$ cat config.mk
export PLATFORM = sky130hd
export DESIGN_NAME = combined_lcg_shuffled_random_top
export DESIGN_NICKNAME = d
export VERILOG_FILES = /design/src/design/clsr_pkg.sv /design/src/design/combined_lcg_shuffled_random_top.sv /design/src/design/clsr_front.sv /design/src/design/clsr_gen.sv /design/src/design/clsr_slot.sv /design/src/design/clsr_back.sv
export VERILOG_INCLUDE_DIRS = /design/src /design/src/design
export SDC_FILE = /design/constraint.sdc
export NUM_CORES = 2
export LEC_CHECK = 0
export ABC_AREA = 1
export ABC_CLOCK_PERIOD_IN_PS = 14980
export BUFFER_PORTS_ARGS = -buffer_cell sky130_fd_sc_hd__clkbuf_2
export CORE_ASPECT_RATIO = 0.75
export CORE_MARGIN = 8
export CORE_UTILIZATION = 53
export CTS_BUF_LIST = sky130_fd_sc_hd__clkbuf_16
export DETAILED_ROUTE_END_ITERATION = 10
export MAX_ROUTING_LAYER = met4
export PLACE_DENSITY = 0.69
export SKIP_LAST_GASP = 1
export SLEW_MARGIN = 5
export SYNTH_ARGS = -nofsm -noshare
export SYNTH_HDL_FRONTEND = slang
export SYNTH_SLANG_ARGS = --single-unit
$ cat constraint.sdc
create_clock -name clk_i -period 14.98 [get_ports clk_i]
set_input_delay 0 -clock clk_i [delete_from_list [all_inputs] [get_ports clk_i]]
set_output_delay 0 -clock clk_i [all_outputs]
set_load 0.005 [all_outputs]
$ cat src/design/combined_lcg_shuffled_random_top_defines.svh
`ifndef COMBINED_LCG_SHUFFLED_RANDOM_TOP_DEFINES_SVH
`define COMBINED_LCG_SHUFFLED_RANDOM_TOP_DEFINES_SVH

// Both macros expect clk_i and rst_ni in the scope where they are used.
`define CLSR_ASSERT_IMP(lbl, ante, cons) \
  lbl: assert property (@(posedge clk_i) disable iff (!rst_ni) (ante) |-> (cons)) \
    else $error("clsr assertion failed");

`define CLSR_ASSERT_NXT(lbl, ante, cons) \
  lbl: assert property (@(posedge clk_i) disable iff (!rst_ni) (ante) |=> (cons)) \
    else $error("clsr assertion failed");

`endif

$ cat src/design/clsr_pkg.sv
`default_nettype none

package clsr_pkg;

  typedef enum logic {
    OP_LOAD = 1'b0,
    OP_DRAW = 1'b1
  } op_e;

  typedef logic [30:0] gen_word_t;

  typedef struct packed {
    op_e                op;
    logic signed [31:0] seed;
  } req_t;

  typedef struct packed {
    logic      start;
    gen_word_t x1;
    gen_word_t x2;
  } gen_req_t;

  typedef struct packed {
    logic      done;
    gen_word_t y1;
    gen_word_t y2;
  } gen_rsp_t;

  typedef struct packed {
    logic      start;
    gen_word_t value;
  } slot_cmd_t;

  localparam logic [30:0] Mod1       = 31'd2147483563;
  localparam logic [30:0] Mod2       = 31'd2147483399;
  localparam logic [15:0] Mul1       = 16'd40014;
  localparam logic [15:0] Mul2       = 16'd40692;
  // Both moduli are 2**31 minus a small fold constant.
  localparam logic [7:0]  Fold1      = 8'd85;
  localparam logic [7:0]  Fold2      = 8'd249;
  localparam logic [30:0] OutMax     = 31'd2147483562;
  localparam logic [30:0] Seed2Reset = 31'd123456789;

endpackage

`default_nettype wire

$ cat src/design/combined_lcg_shuffled_random_top.sv
// Channel   Handshake     Payload
// request   push / full   func_i, seed_value_i
// result    empty / pop   random_value_o
//
// A load is taken in the idle state alone; a draw passes through the request, the step
// unit, the table read and the result write. The slot lookup registers the value and then
// the slot. A draw that finds a non-positive state first runs warm-up steps
// in the two-stage step unit.
// Reset clears the states, the table valid bits and both queues at once; no clearing pass.
// A two-entry request queue keeps taking requests while the back end works, and a result
// waiting on the output stalls the back end only when the next result is ready.
`default_nettype none

`include "combined_lcg_shuffled_random_top_defines.svh"

module combined_lcg_shuffled_random_top #(
  parameter int unsigned TableDepth = 32
) (
  input  wire logic               clk_i,
  input  wire logic               rst_ni,
  input  wire logic               push,
  output logic                    full,
  input  wire logic               func_i,
  input  wire logic signed [31:0] seed_value_i,
  output logic                    empty,
  input  wire logic               pop,
  output logic [30:0]             random_value_o
);
  import clsr_pkg::*;

  localparam int unsigned SlotW = $clog2(TableDepth);

  logic             req_vld;
  logic             req_pop;
  req_t             req;
  gen_req_t         gen_req;
  gen_rsp_t         gen_rsp;
  slot_cmd_t        slot_cmd;
  logic             slot_busy;
  logic [SlotW-1:0] slot;
  logic             res_vld;

  clsr_front u_front (
    .clk_i        (clk_i),
    .rst_ni       (rst_ni),
    .push_i       (push),
    .full_o       (full),
    .func_i       (func_i),
    .seed_value_i (seed_value_i),
    .req_vld_o    (req_vld),
    .req_o        (req),
    .req_pop_i    (req_pop)
  );

  clsr_gen u_gen (
    .clk_i  (clk_i),
    .rst_ni (rst_ni),
    .req_i  (gen_req),
    .rsp_o  (gen_rsp)
  );

  clsr_slot #(
    .TableDepth (TableDepth)
  ) u_slot (
    .clk_i  (clk_i),
    .rst_ni (rst_ni),
    .cmd_i  (slot_cmd),
    .busy_o (slot_busy),
    .slot_o (slot)
  );

  clsr_back #(
    .TableDepth (TableDepth)
  ) u_back (
    .clk_i       (clk_i),
    .rst_ni      (rst_ni),
    .req_vld_i   (req_vld),
    .req_i       (req),
    .req_pop_o   (req_pop),
    .gen_req_o   (gen_req),
    .gen_rsp_i   (gen_rsp),
    .slot_cmd_o  (slot_cmd),
    .slot_busy_i (slot_busy),
    .slot_i      (slot),
    .res_vld_o   (res_vld),
    .res_o       (random_value_o),
    .res_pop_i   (pop)
  );

  assign empty = !res_vld;

  `CLSR_ASSERT_IMP(a_res_range, !empty, (random_value_o != 31'd0) && (random_value_o <= OutMax))
  `CLSR_ASSERT_IMP(a_pop_has_req, req_pop, req_vld)
  `CLSR_ASSERT_NXT(a_load_no_result, req_pop && (req.op == OP_LOAD) && empty, empty)

endmodule

`default_nettype wire

$ cat src/design/clsr_front.sv
`default_nettype none

module clsr_front (
  input  wire logic               clk_i,
  input  wire logic               rst_ni,
  input  wire logic               push_i,
  output logic                    full_o,
  input  wire logic               func_i,
  input  wire logic signed [31:0] seed_value_i,
  output logic                    req_vld_o,
  output clsr_pkg::req_t          req_o,
  input  wire logic               req_pop_i
);
  import clsr_pkg::*;

  req_t       ent_q [2];
  req_t       req_d;
  logic       wr_q, wr_d;
  logic       rd_q, rd_d;
  logic [1:0] cnt_q, cnt_d;
  logic       push_ok;
  logic       pop_ok;

  assign full_o    = (cnt_q == 2'd2);
  assign req_vld_o = (cnt_q != 2'd0);
  assign req_o     = ent_q[rd_q];
  assign push_ok   = push_i && !full_o;
  assign pop_ok    = req_pop_i && req_vld_o;

  always_comb begin
    req_d.op   = func_i ? OP_DRAW : OP_LOAD;
    req_d.seed = seed_value_i;
    wr_d       = push_ok ? !wr_q : wr_q;
    rd_d       = pop_ok ? !rd_q : rd_q;
    case ({push_ok, pop_ok})
      2'b10:   cnt_d = cnt_q + 2'd1;
      2'b01:   cnt_d = cnt_q - 2'd1;
      default: cnt_d = cnt_q;
    endcase
  end

  always_ff @(posedge clk_i or negedge rst_ni) begin
    if (!rst_ni) begin
      wr_q  <= 1'b0;
      rd_q  <= 1'b0;
      cnt_q <= 2'd0;
    end else begin
      wr_q  <= wr_d;
      rd_q  <= rd_d;
      cnt_q <= cnt_d;
    end
  end

  always_ff @(posedge clk_i) begin
    if (push_ok) begin
      ent_q[wr_q] <= req_d;
    end
  end

endmodule

`default_nettype wire

$ cat src/design/clsr_gen.sv
`default_nettype none

module clsr_gen (
  input  wire logic               clk_i,
  input  wire logic               rst_ni,
  input  wire clsr_pkg::gen_req_t req_i,
  output clsr_pkg::gen_rsp_t      rsp_o
);
  import clsr_pkg::*;

  logic [46:0] p1_q, p1_d;
  logic [46:0] p2_q, p2_d;
  logic        v1_q;
  logic [31:0] t1, t2;
  gen_word_t   y1_q, y1_d;
  gen_word_t   y2_q, y2_d;
  logic        v2_q;

  // A product a*x is folded as high*fold + low, which stays below twice the modulus.
  always_comb begin
    p1_d = {31'd0, Mul1} * {16'd0, req_i.x1};
    p2_d = {31'd0, Mul2} * {16'd0, req_i.x2};
    t1   = {16'd0, p1_q[46:31]} * {24'd0, Fold1} + {1'b0, p1_q[30:0]};
    t2   = {16'd0, p2_q[46:31]} * {24'd0, Fold2} + {1'b0, p2_q[30:0]};
    y1_d = (t1 >= {1'b0, Mod1}) ? 31'(t1 - {1'b0, Mod1}) : t1[30:0];
    y2_d = (t2 >= {1'b0, Mod2}) ? 31'(t2 - {1'b0, Mod2}) : t2[30:0];
  end

  always_ff @(posedge clk_i or negedge rst_ni) begin
    if (!rst_ni) begin
      v1_q <= 1'b0;
      v2_q <= 1'b0;
    end else begin
      v1_q <= req_i.start;
      v2_q <= v1_q;
    end
  end

  always_ff @(posedge clk_i) begin
    p1_q <= p1_d;
    p2_q <= p2_d;
    y1_q <= y1_d;
    y2_q <= y2_d;
  end

  assign rsp_o.done = v2_q;
  assign rsp_o.y1   = y1_q;
  assign rsp_o.y2   = y2_q;

endmodule

`default_nettype wire

$ cat src/design/clsr_slot.sv
`default_nettype none

module clsr_slot #(
  parameter  int unsigned TableDepth = 32,
  localparam int unsigned SlotW      = $clog2(TableDepth)
) (
  input  wire logic                clk_i,
  input  wire logic                rst_ni,
  input  wire clsr_pkg::slot_cmd_t cmd_i,
  output logic                     busy_o,
  output logic [SlotW-1:0]         slot_o
);
  import clsr_pkg::*;

  localparam logic [31:0] SlotDiv = 32'(1 + OutMax / TableDepth);

  logic             busy_q;
  logic [SlotW-1:0] quo_q, quo_d;
  gen_word_t        val_q;

  // The slot is the highest constant slot boundary that the value reaches.
  always_comb begin
    quo_d = quo_q;
    if (busy_q) begin
      quo_d = '0;
      for (int k = 1; k < TableDepth; k++) begin
        if ({1'b0, val_q} >= 32'(k) * SlotDiv) begin
          quo_d = SlotW'(k);
        end
      end
    end
  end

  always_ff @(posedge clk_i or negedge rst_ni) begin
    if (!rst_ni) begin
      busy_q <= 1'b0;
      quo_q  <= '0;
    end else begin
      busy_q <= cmd_i.start;
      quo_q  <= quo_d;
    end
  end

  always_ff @(posedge clk_i) begin
    if (cmd_i.start) begin
      val_q <= cmd_i.value;
    end
  end

  assign busy_o = busy_q;
  assign slot_o = quo_q;

endmodule

`default_nettype wire

$ cat src/design/clsr_back.sv
`default_nettype none

module clsr_back #(
  parameter  int unsigned TableDepth = 32,
  localparam int unsigned SlotW      = $clog2(TableDepth)
) (
  input  wire logic               clk_i,
  input  wire logic               rst_ni,
  input  wire logic               req_vld_i,
  input  wire clsr_pkg::req_t     req_i,
  output logic                    req_pop_o,
  output clsr_pkg::gen_req_t      gen_req_o,
  input  wire clsr_pkg::gen_rsp_t gen_rsp_i,
  output clsr_pkg::slot_cmd_t     slot_cmd_o,
  input  wire logic               slot_busy_i,
  input  wire logic [SlotW-1:0]   slot_i,
  output logic                    res_vld_o,
  output logic [30:0]             res_o,
  input  wire logic               res_pop_i
);
  import clsr_pkg::*;

  localparam int unsigned CntW = $clog2(TableDepth + 8);

  typedef enum logic [2:0] {
    ST_IDLE,
    ST_WARM,
    ST_STEP,
    ST_READ,
    ST_OUT
  } state_e;

  state_e                  state_q, state_d;
  logic signed [31:0]      main_q, main_d;
  gen_word_t               sec_q, sec_d;
  logic [CntW-1:0]         cnt_q, cnt_d;
  logic [SlotW-1:0]        slot_q, slot_d;
  logic [TableDepth-1:0]   vld_q, vld_d;
  logic                    res_vld_q, res_vld_d;
  gen_word_t               res_q, res_d;

  gen_word_t               tbl_q [TableDepth];
  gen_word_t               rd_q;
  logic                    rd_vld_q;
  logic                    rd_en;
  logic                    wr_en;
  logic [SlotW-1:0]        wr_addr;
  gen_word_t               wr_data;

  logic [31:0]             neg_main;
  logic                    main_le0;
  gen_word_t               seed_v;
  gen_word_t               rd_val;
  logic [31:0]             diff;
  gen_word_t               y;

  always_comb begin
    neg_main = 32'd0 - main_q;
    main_le0 = main_q[31] || (main_q == 32'sd0);
    if (main_q == 32'sd0) begin
      seed_v = 31'd1;
    end else if (neg_main[31]) begin
      seed_v = 31'h7FFF_FFFF;
    end else begin
      seed_v = neg_main[30:0];
    end
    rd_val = rd_vld_q ? rd_q : 31'd0;
    diff   = {1'b0, rd_val} - {1'b0, sec_q};
    if (diff[31] || (diff == 32'd0)) begin
      y = diff[30:0] + OutMax;
    end else begin
      y = diff[30:0];
    end
  end

  always_comb begin
    state_d          = state_q;
    main_d           = main_q;
    sec_d            = sec_q;
    cnt_d            = cnt_q;
    slot_d           = slot_q;
    vld_d            = vld_q;
    res_vld_d        = res_vld_q && !res_pop_i;
    res_d            = res_q;
    req_pop_o        = 1'b0;
    gen_req_o.start  = 1'b0;
    gen_req_o.x1     = main_q[30:0];
    gen_req_o.x2     = sec_q;
    slot_cmd_o.start = 1'b0;
    slot_cmd_o.value = y;
    rd_en            = 1'b0;
    wr_en            = 1'b0;
    wr_addr          = slot_q;
    wr_data          = main_q[30:0];

    unique case (state_q)
      ST_IDLE: begin
        if (req_vld_i) begin
          req_pop_o = 1'b1;
          if (req_i.op == OP_LOAD) begin
            main_d = req_i.seed;
          end else if (main_le0) begin
            main_d          = {1'b0, seed_v};
            sec_d           = seed_v;
            cnt_d           = CntW'(TableDepth + 7);
            gen_req_o.start = 1'b1;
            gen_req_o.x1    = seed_v;
            state_d         = ST_WARM;
          end else begin
            gen_req_o.start = 1'b1;
            state_d         = ST_STEP;
          end
        end
      end
      ST_WARM: begin
        if (gen_rsp_i.done) begin
          main_d          = {1'b0, gen_rsp_i.y1};
          gen_req_o.start = 1'b1;
          gen_req_o.x1    = gen_rsp_i.y1;
          if (cnt_q < CntW'(TableDepth)) begin
            wr_en   = 1'b1;
            wr_addr = cnt_q[SlotW-1:0];
            wr_data = gen_rsp_i.y1;
          end
          if (cnt_q == '0) begin
            slot_cmd_o.start = 1'b1;
            slot_cmd_o.value = gen_rsp_i.y1;
            state_d          = ST_STEP;
          end else begin
            cnt_d = cnt_q - 1'b1;
          end
        end
      end
      ST_STEP: begin
        if (gen_rsp_i.done) begin
          main_d  = {1'b0, gen_rsp_i.y1};
          sec_d   = gen_rsp_i.y2;
          state_d = ST_READ;
        end
      end
      ST_READ: begin
        if (!slot_busy_i) begin
          rd_en   = 1'b1;
          slot_d  = slot_i;
          state_d = ST_OUT;
        end
      end
      ST_OUT: begin
        if (!res_vld_q || res_pop_i) begin
          res_vld_d        = 1'b1;
          res_d            = y;
          wr_en            = 1'b1;
          slot_cmd_o.start = 1'b1;
          state_d          = ST_IDLE;
        end
      end
      default: begin
        state_d = ST_IDLE;
      end
    endcase

    if (wr_en) begin
      vld_d[wr_addr] = 1'b1;
    end
  end

  always_ff @(posedge clk_i or negedge rst_ni) begin
    if (!rst_ni) begin
      state_q   <= ST_IDLE;
      main_q    <= '0;
      sec_q     <= Seed2Reset;
      cnt_q     <= '0;
      slot_q    <= '0;
      vld_q     <= '0;
      res_vld_q <= 1'b0;
      res_q     <= '0;
    end else begin
      state_q   <= state_d;
      main_q    <= main_d;
      sec_q     <= sec_d;
      cnt_q     <= cnt_d;
      slot_q    <= slot_d;
      vld_q     <= vld_d;
      res_vld_q <= res_vld_d;
      res_q     <= res_d;
    end
  end

  always_ff @(posedge clk_i) begin
    if (wr_en) begin
      tbl_q[wr_addr] <= wr_data;
    end
    if (rd_en) begin
      rd_q     <= tbl_q[slot_i];
      rd_vld_q <= vld_q[slot_i];
    end
  end

  assign res_vld_o = res_vld_q;
  assign res_o     = res_q;

endmodule

`default_nettype wire
# After elaboration in Yosys (flattened, before gate mapping)
# Memory sizes are Yosys's and may differ from the RTL's. A register that Yosys moved wholly into a read port is not among the register bits.
# Cells that the tools add are included.
[totals] ff_bits=338 ramBits=1058 inputBits=37 out_inout_bits=33 wordCells=219 memories=2
[memory_table] memory="u_back.tbl_q" depth=32 word_bits=31 rd=1 rd_clocked_by_memory_dff=1 wr=1 line_no="clsr_back.sv:42" text="gen_word_t tbl_q [TableDepth];"
[memory_table] memory="u_front.ent_q" depth=2 word_bits=33 rd=1 rd_clocked_by_memory_dff=0 wr=1 line_no="clsr_front.sv:16" text="req_t ent_q [2];"
[op_classes] n_addsub=10 n_mul=4 n_lt_le_gt_ge=37 n_eq_ne=18 muxes=97 bitwise_logic=2 reduce_logical=28
[ops] operator="greater-or-equal comparator 31 bit (second input constant)" n=15
[ops] operator="2-to-1 mux 31 bit" n=15
[ops] operator="2-to-1 mux 32 bit" n=9
[ops] operator="greater-or-equal comparator 31 x 30 -> 1 bit (second input constant)" n=8
[ops] operator="one-hot mux 32 bit (2 select lines)" n=2
[ops] operator="greater-or-equal comparator 31 x 29 -> 1 bit (second input constant)" n=4
[ops] operator="2-to-1 mux 5 bit" n=19
[ops] operator="greater-or-equal comparator 32 x 31 -> 1 bit (second input constant)" n=2
[ops] operator="logical NOT 32 bit" n=2
[ops] operator="greater-or-equal comparator 31 x 28 -> 1 bit (second input constant)" n=2
[ops] operator="one-hot mux 31 bit (2 select lines)" n=1
[ops] operator="subtractor 31 bit (second input constant)" n=2
[ops] operator="multiplier 15 x 31 -> 46 bit (first input constant)" n=1
[ops] operator="multiplier 14 x 31 -> 45 bit (first input constant)" n=1
[ops] operator="2-to-1 mux 3 bit" n=11
[ops] operator="adder 23 x 31 -> 32 bit" n=1
[ops] operator="adder 24 x 31 -> 32 bit" n=1
[ops] operator="2-to-1 mux 4 bit" n=8
[ops] operator="bitwise OR 32 bit" n=1
[ops] operator="subtractor 1 x 32 -> 32 bit (first input constant)" n=1
[ops] operator="subtractor 31 x 31 -> 32 bit" n=1
[ops] operator="adder 31 bit (second input constant)" n=1
[ops] operator="greater-or-equal comparator 31 x 26 -> 1 bit (second input constant)" n=1
[ops] operator="greater-or-equal comparator 31 x 27 -> 1 bit (second input constant)" n=1
[ops] operator="other kinds (38)" n=86

# Logic depth before layout (Yosys ltp)
[logic_depth] word_depth=32 ltp_mapped=57 ltp_nobuf=56

# Modules after synthesis
# From an unflattened synthesis, not the netlist that was laid out.
[unflattened] cells_unflattened=8987 hier_area_um2=86481.7
[modules_own_cells] mod="clsr_back" n_inst=1 cells_per_inst=4972 area_per_inst_um2=52430.3 seq_area_each_um2=34297.9
[modules_own_cells] mod="clsr_gen" n_inst=1 cells_per_inst=3509 area_per_inst_um2=28762.6 seq_area_each_um2=3113.0
[modules_own_cells] mod="clsr_front" n_inst=1 cells_per_inst=204 area_per_inst_um2=2997.9 seq_area_each_um2=2082.0
[modules_own_cells] mod="clsr_slot" n_inst=1 cells_per_inst=301 area_per_inst_um2=2287.2 seq_area_each_um2=1051.0
[modules_own_cells] mod="combined_lcg_shuffled_random_top" n_inst=1 cells_per_inst=1 area_per_inst_um2=3.8 seq_area_each_um2=0.0

# Worst setup path after synthesis
# No wires, ideal clock.
[synth_path] kind="flip-flop to flip-flop" start="reg u_back.main_q[0]" end="reg u_gen.p1_q[45]" setup_time_ns=0.072 arrival_time_ns=8.086 required_time_ns=14.908 path_slack_ns=6.823 path_stages_with_launch=46 n_path_buf=2 synth_period_minus_slack_ns=8.157 cell_sequence="dfrtp_1 inv_1 ha_1 inv_1 nor3_2 nand3_1 nor2_1 nand2_1 nor2_1 nand4_1 or3b_1 nand2_1 inv_1 nor2_1 clkbuf_1 o211ai_1 a22oi_1 inv_1 [... 10 more ...] fa_1 inv_1 ha_1 nand2_1 o21ai_0 a21oi_1 o21ai_1 nand3_1 nand2_1 inv_1 o31ai_1 nand2_1 nand2_1 a21oi_1 o21ai_1 nand2_1 nand2_1 xor2_1"
[synth_via] elab_chain_len=8 word_cells_on_any_way=11 classes_between="add/sub: 1; mul: 1; mux: 7; reduce/logical: 2"
[synth_lines] element="from (decl)" line_no="clsr_back.sv:34" text="logic signed [31:0] main_q, main_d;"
[synth_lines] element="from (signal assigned)" line_no="clsr_back.sv:179" text="main_q <= main_d;"
[synth_lines] element="subtractor 1 x 32 -> 32 bit" line_no="clsr_back.sv:58" text="neg_main = 32'd0 - main_q;"
[synth_lines] element="2-to-1 mux 31 bit" line_no="clsr_back.sv:62" text="end else if (neg_main[31]) begin"
[synth_lines] element="2-to-1 mux 31 bit" line_no="clsr_back.sv:60" text="if (main_q == 32'sd0) begin"
[synth_lines] element="2-to-1 mux 31 bit" line_no="clsr_back.sv:102" text="end else if (main_le0) begin"
[synth_lines] element="2-to-1 mux 32 bit" line_no="clsr_back.sv:100" text="if (req_i.op == OP_LOAD) begin"
[synth_lines] element="2-to-1 mux 32 bit" line_no="clsr_back.sv:98" text="if (req_vld_i) begin"
[synth_lines] element="one-hot mux 32 bit (2 select lines) *" line_no="clsr_back.sv:96" text="unique case (state_q)"
[synth_lines] element="multiplier 15 x 31 -> 46 bit *" line_no="clsr_gen.sv:21" text="p1_d = {31'd0, Mul1} * {16'd0, req_i.x1};"
[synth_lines] element="via u_gen.p1_d[45]" line_no="clsr_gen.sv:11" text="logic [46:0] p1_q, p1_d;"
[synth_lines] element="to (signal assigned)" line_no="clsr_gen.sv:40" text="p1_q <= p1_d;"
[synth_lines] element="to (decl)" line_no="clsr_gen.sv:11"
# Mark *: on every way through the listed nets, which the timed path passes. The rest lies on a longest branch.
# A chain may end at the register's enable or synchronous reset.

# Final worst setup path
[layout_path] start="reg u_back.main_q[0]" end="reg u_gen.p1_q[46]"
# The elaborated chain is that of the path after synthesis.

==> impl_metrics.env <==
export IMPL_finalHoldViolations=0
export IMPL_required_ns=15.71
export IMPL_cp_slowest_cell="a22oi_1"
export IMPL_numCtsBuffers=139
export IMPL_final_cell_mix="1120 x edfxtp_1, 1098 x inv_1, 932 x nand2_1"
export IMPL_rows=125
export IMPL_finalSetupTns_ns=0
export IMPL_startpoint_type="flop"
export IMPL_ys_flop_type="edfxtp_1"
export IMPL_die_w_um=471
export IMPL_maxSlewViolCount=0
export IMPL_layout_drive_gt1_share_pct=7.07
export IMPL_grt_max_degree=176
export IMPL_clk_path_buf_depth=3
export IMPL_cpMostUsedCell="inv_1"
export IMPL_grt_use_total_pct=30.1
export IMPL_synth_distinct_cells=75
export IMPL_grt_ovfl_total=0
export IMPL_worstSetupEndpointType="flop"
export IMPL_routed_via_density=6.01
export IMPL_routedWlPerCell_um=24.9
export IMPL_syn_inst=7870
export IMPL_synth_edf_count=1120
export IMPL_ys_seq_area_share_pct=49.3
export IMPL_ys_seq_elements=1426
export IMPL_syn_to_final_growth_pct=9.51
export IMPL_cts_sinks=1426
export IMPL_rr_startpoint="u_back.main_q[0]"
export IMPL_dr_pass1_iters=6
export IMPL_cpPeakStageDelay_ns=0.66
export IMPL_rrSetupSlack_ns=5.12
export IMPL_tightest_slew_ns=1.22
export IMPL_status="complete, no violations"
export IMPL_port_buffers=69
export IMPL_antenna_found_initial=12
export IMPL_core_area_sq_um=155000
export IMPL_yosys_warnings=0
export IMPL_root_buffer="clkbuf_16"
export IMPL_io_pins=70
export IMPL_grt_pass1_wl_um=374000
export IMPL_clk_pin_slew_ns=0.06
export IMPL_post_cts_buffers=0
export IMPL_fp_dieH_um=357
export IMPL_hp_class="input pin to flop"
export IMPL_fin_crit_sh_pct=65.8
export IMPL_netlist_area_sq_um=82300
export IMPL_critPathTopFamily="adder cells"
export IMPL_r2r_cells=38
export IMPL_final_common_cell="edfxtp_1"
export IMPL_crit_fanout=51
export IMPL_synth_nets=8835
export IMPL_drt_iter0_drc=7771
export IMPL_setup_worst_path_end="u_gen.p1_q[46]"
export IMPL_h_tree_depth=4
export IMPL_hold_ws_ns=0.0808
export IMPL_skew_ns=0.0469
export IMPL_num_vias=60500
export IMPL_fmax_mhz=101
export IMPL_r2r_end="u_gen.p1_q[46]"
export IMPL_ant_nets=0
export IMPL_clk_insertion_delay_late_ns=0.80
export IMPL_worst_path_stages=38
export IMPL_maxSlewHeadroom_pct=18.8
export IMPL_grt_pass1_vias=58400
export IMPL_async_flop_share_pct=10.7
export IMPL_die_area_sq_um=168000
export IMPL_crit_buf_inv=7
export IMPL_start_util_pct=53.2
export IMPL_place_congestion=1.02
export IMPL_rsz0062_at_grt="false"
export IMPL_syn_area_per_cell_sq_um=10.5
export IMPL_drc=0
export IMPL_nets=8881
export IMPL_hpwl_um=171000
export IMPL_wirelength_um=251000
export IMPL_tritoncts="yes"
export IMPL_worstSetupPathType="flop to flop"
export IMPL_startpoint="u_back.main_q[0]"
export IMPL_cp_data_arrival_time_ns=10.59
export IMPL_maxCapViolCount=0
export IMPL_setup_viol=0
export IMPL_fin_crit_ns=9.86
cell usage after synthesis (13+ instances only):
cell type | number | area share [%]
o21ai_1 | 82 | 0.50
dfxtp_1 | 153 | 3.7
edfxtp_1 | 1120 | 41
inv_1 | 1060 | 4.8
xnor2_1 | 63 | 0.67
dfstp_2 | 16 | 0.51
o211ai_1 | 50 | 0.46
a22oi_2 | 21 | 0.32
o21ai_0 | 717 | 4.4
mux2i_1 | 26 | 0.32
o221ai_1 | 224 | 2.4
buf_1 | 16 | 0.073
nor2_1 | 898 | 4.1
nand2_1 | 934 | 4.3
or2_2 | 30 | 0.23
a21oi_1 | 244 | 1.5
a221oi_1 | 23 | 0.24
a32oi_1 | 30 | 0.32
xor2_1 | 183 | 1.9
dfrtp_1 | 137 | 4.2
o22ai_1 | 64 | 0.49
nand3_1 | 190 | 1.2
clkbuf_1 | 285 | 1.3
a31oi_1 | 67 | 0.51
nor3_1 | 50 | 0.30
nand4_1 | 28 | 0.21
inv_2 | 35 | 0.16
o21bai_1 | 13 | 0.12
ha_1 | 486 | 7.4
fa_1 | 442 | 11
o21a_1 | 16 | 0.15
timing repair:
action                                  4_1_cts  5_1_grt
endpoints found under the hold margin       189        0
endpoints found under the setup margin        0        0
hold buffers                                 63        0
resized for setup                             0        0
layout make-up:
type / instances / area [sq um]
Tap cell: 2032 / 2540
Fill cell: 12800 / 64400
Inverter: 1101 / 4150
Timing Repair Buffer: 225 / 1740
Clock inverter: 104 / 877
Antenna cell: 8 / 20.0
Sequential cell: 1426 / 40600
Clock buffer: 143 / 3580
Multi-Input combinational cell: 5023 / 36600
worst min path at each step:
stage                            to  cells after the start              from
2_1_floorplan       u_back.cnt_q[0]                      0            rst_ni
3_3_place_gp       u_back.res_o[17]                      1            rst_ni
3_5_place_dp       u_back.res_o[17]                      1            rst_ni
4_1_cts        u_front.ent_q[0][27]                      2  seed_value_i[27]
5_1_grt        u_front.ent_q[0][31]                      2  seed_value_i[31]
6_report       u_front.ent_q[1][30]                      2  seed_value_i[30]
flip-flops by register name, indices dropped and copies added, names as in the netlist, 3 cells and up:
register and flops:
u_back.cnt_q 6, u_back.main_q 32, u_back.rd_q 31, u_back.res_o 31
u_back.sec_q 31, u_back.slot_q 5, u_back.state_q 3, u_back.tbl_q 992
u_back.vld_q 32, u_front.ent_q 66, u_gen.p1_q 46, u_gen.p2_q 45
u_gen.y1_q 31, u_gen.y2_q 31, u_slot.slot_o 5, u_slot.val_q 30
logic make-up (layout without fill, tap and decap cells):
| logic type | after synthesis | in the layout | share of synthesized area, % |
|---|---|---|---|
| AOI/OAI and AO/OA | 1623 | 1623 | 12.1 |
| xor gates and xnor gates | 247 | 247 | 2.64 |
| adders and majority gates | 928 | 928 | 18.1 |
| buffers and inverters | 1421 | 1573 | 6.58 |
| DFF | 1426 | 1426 | 49.3 |
| muxes | 33 | 33 | 0.412 |
| other | 0 | 8 | 0 |
| and+or+nand+nor | 2192 | 2192 | 10.9 |
metrics by stage:
step | setup slack, ns | instances | cell area (sq um) | util [%]
after global routing | 4.28 | 10100 | 90100 | 58.3
after global placement | 5.44 | 9744 | 85000 | 55.0
after detailed placement | 5.28 | 9744 | 85000 | 55.0
after CTS | 5.20 | 10100 | 90100 | 58.3
final | 5.12 | 10100 | 90100 | 58.3
after floorplan | 6.82 | 7870 | 82300 | -
routing by layer:
layer	vias to the layer above	global-route usage, %	wire length (um)
met5	-	-	0
met4	0	9.08	8300
met3	447	7.12	27300
met2	3157	43.2	107000
met1	29800	42.7	108000
li1	27000	-	-
Power is left out: the tool's default activity adds up to more than one toggle a clock period on the data nets, which glitch-free logic cannot reach.
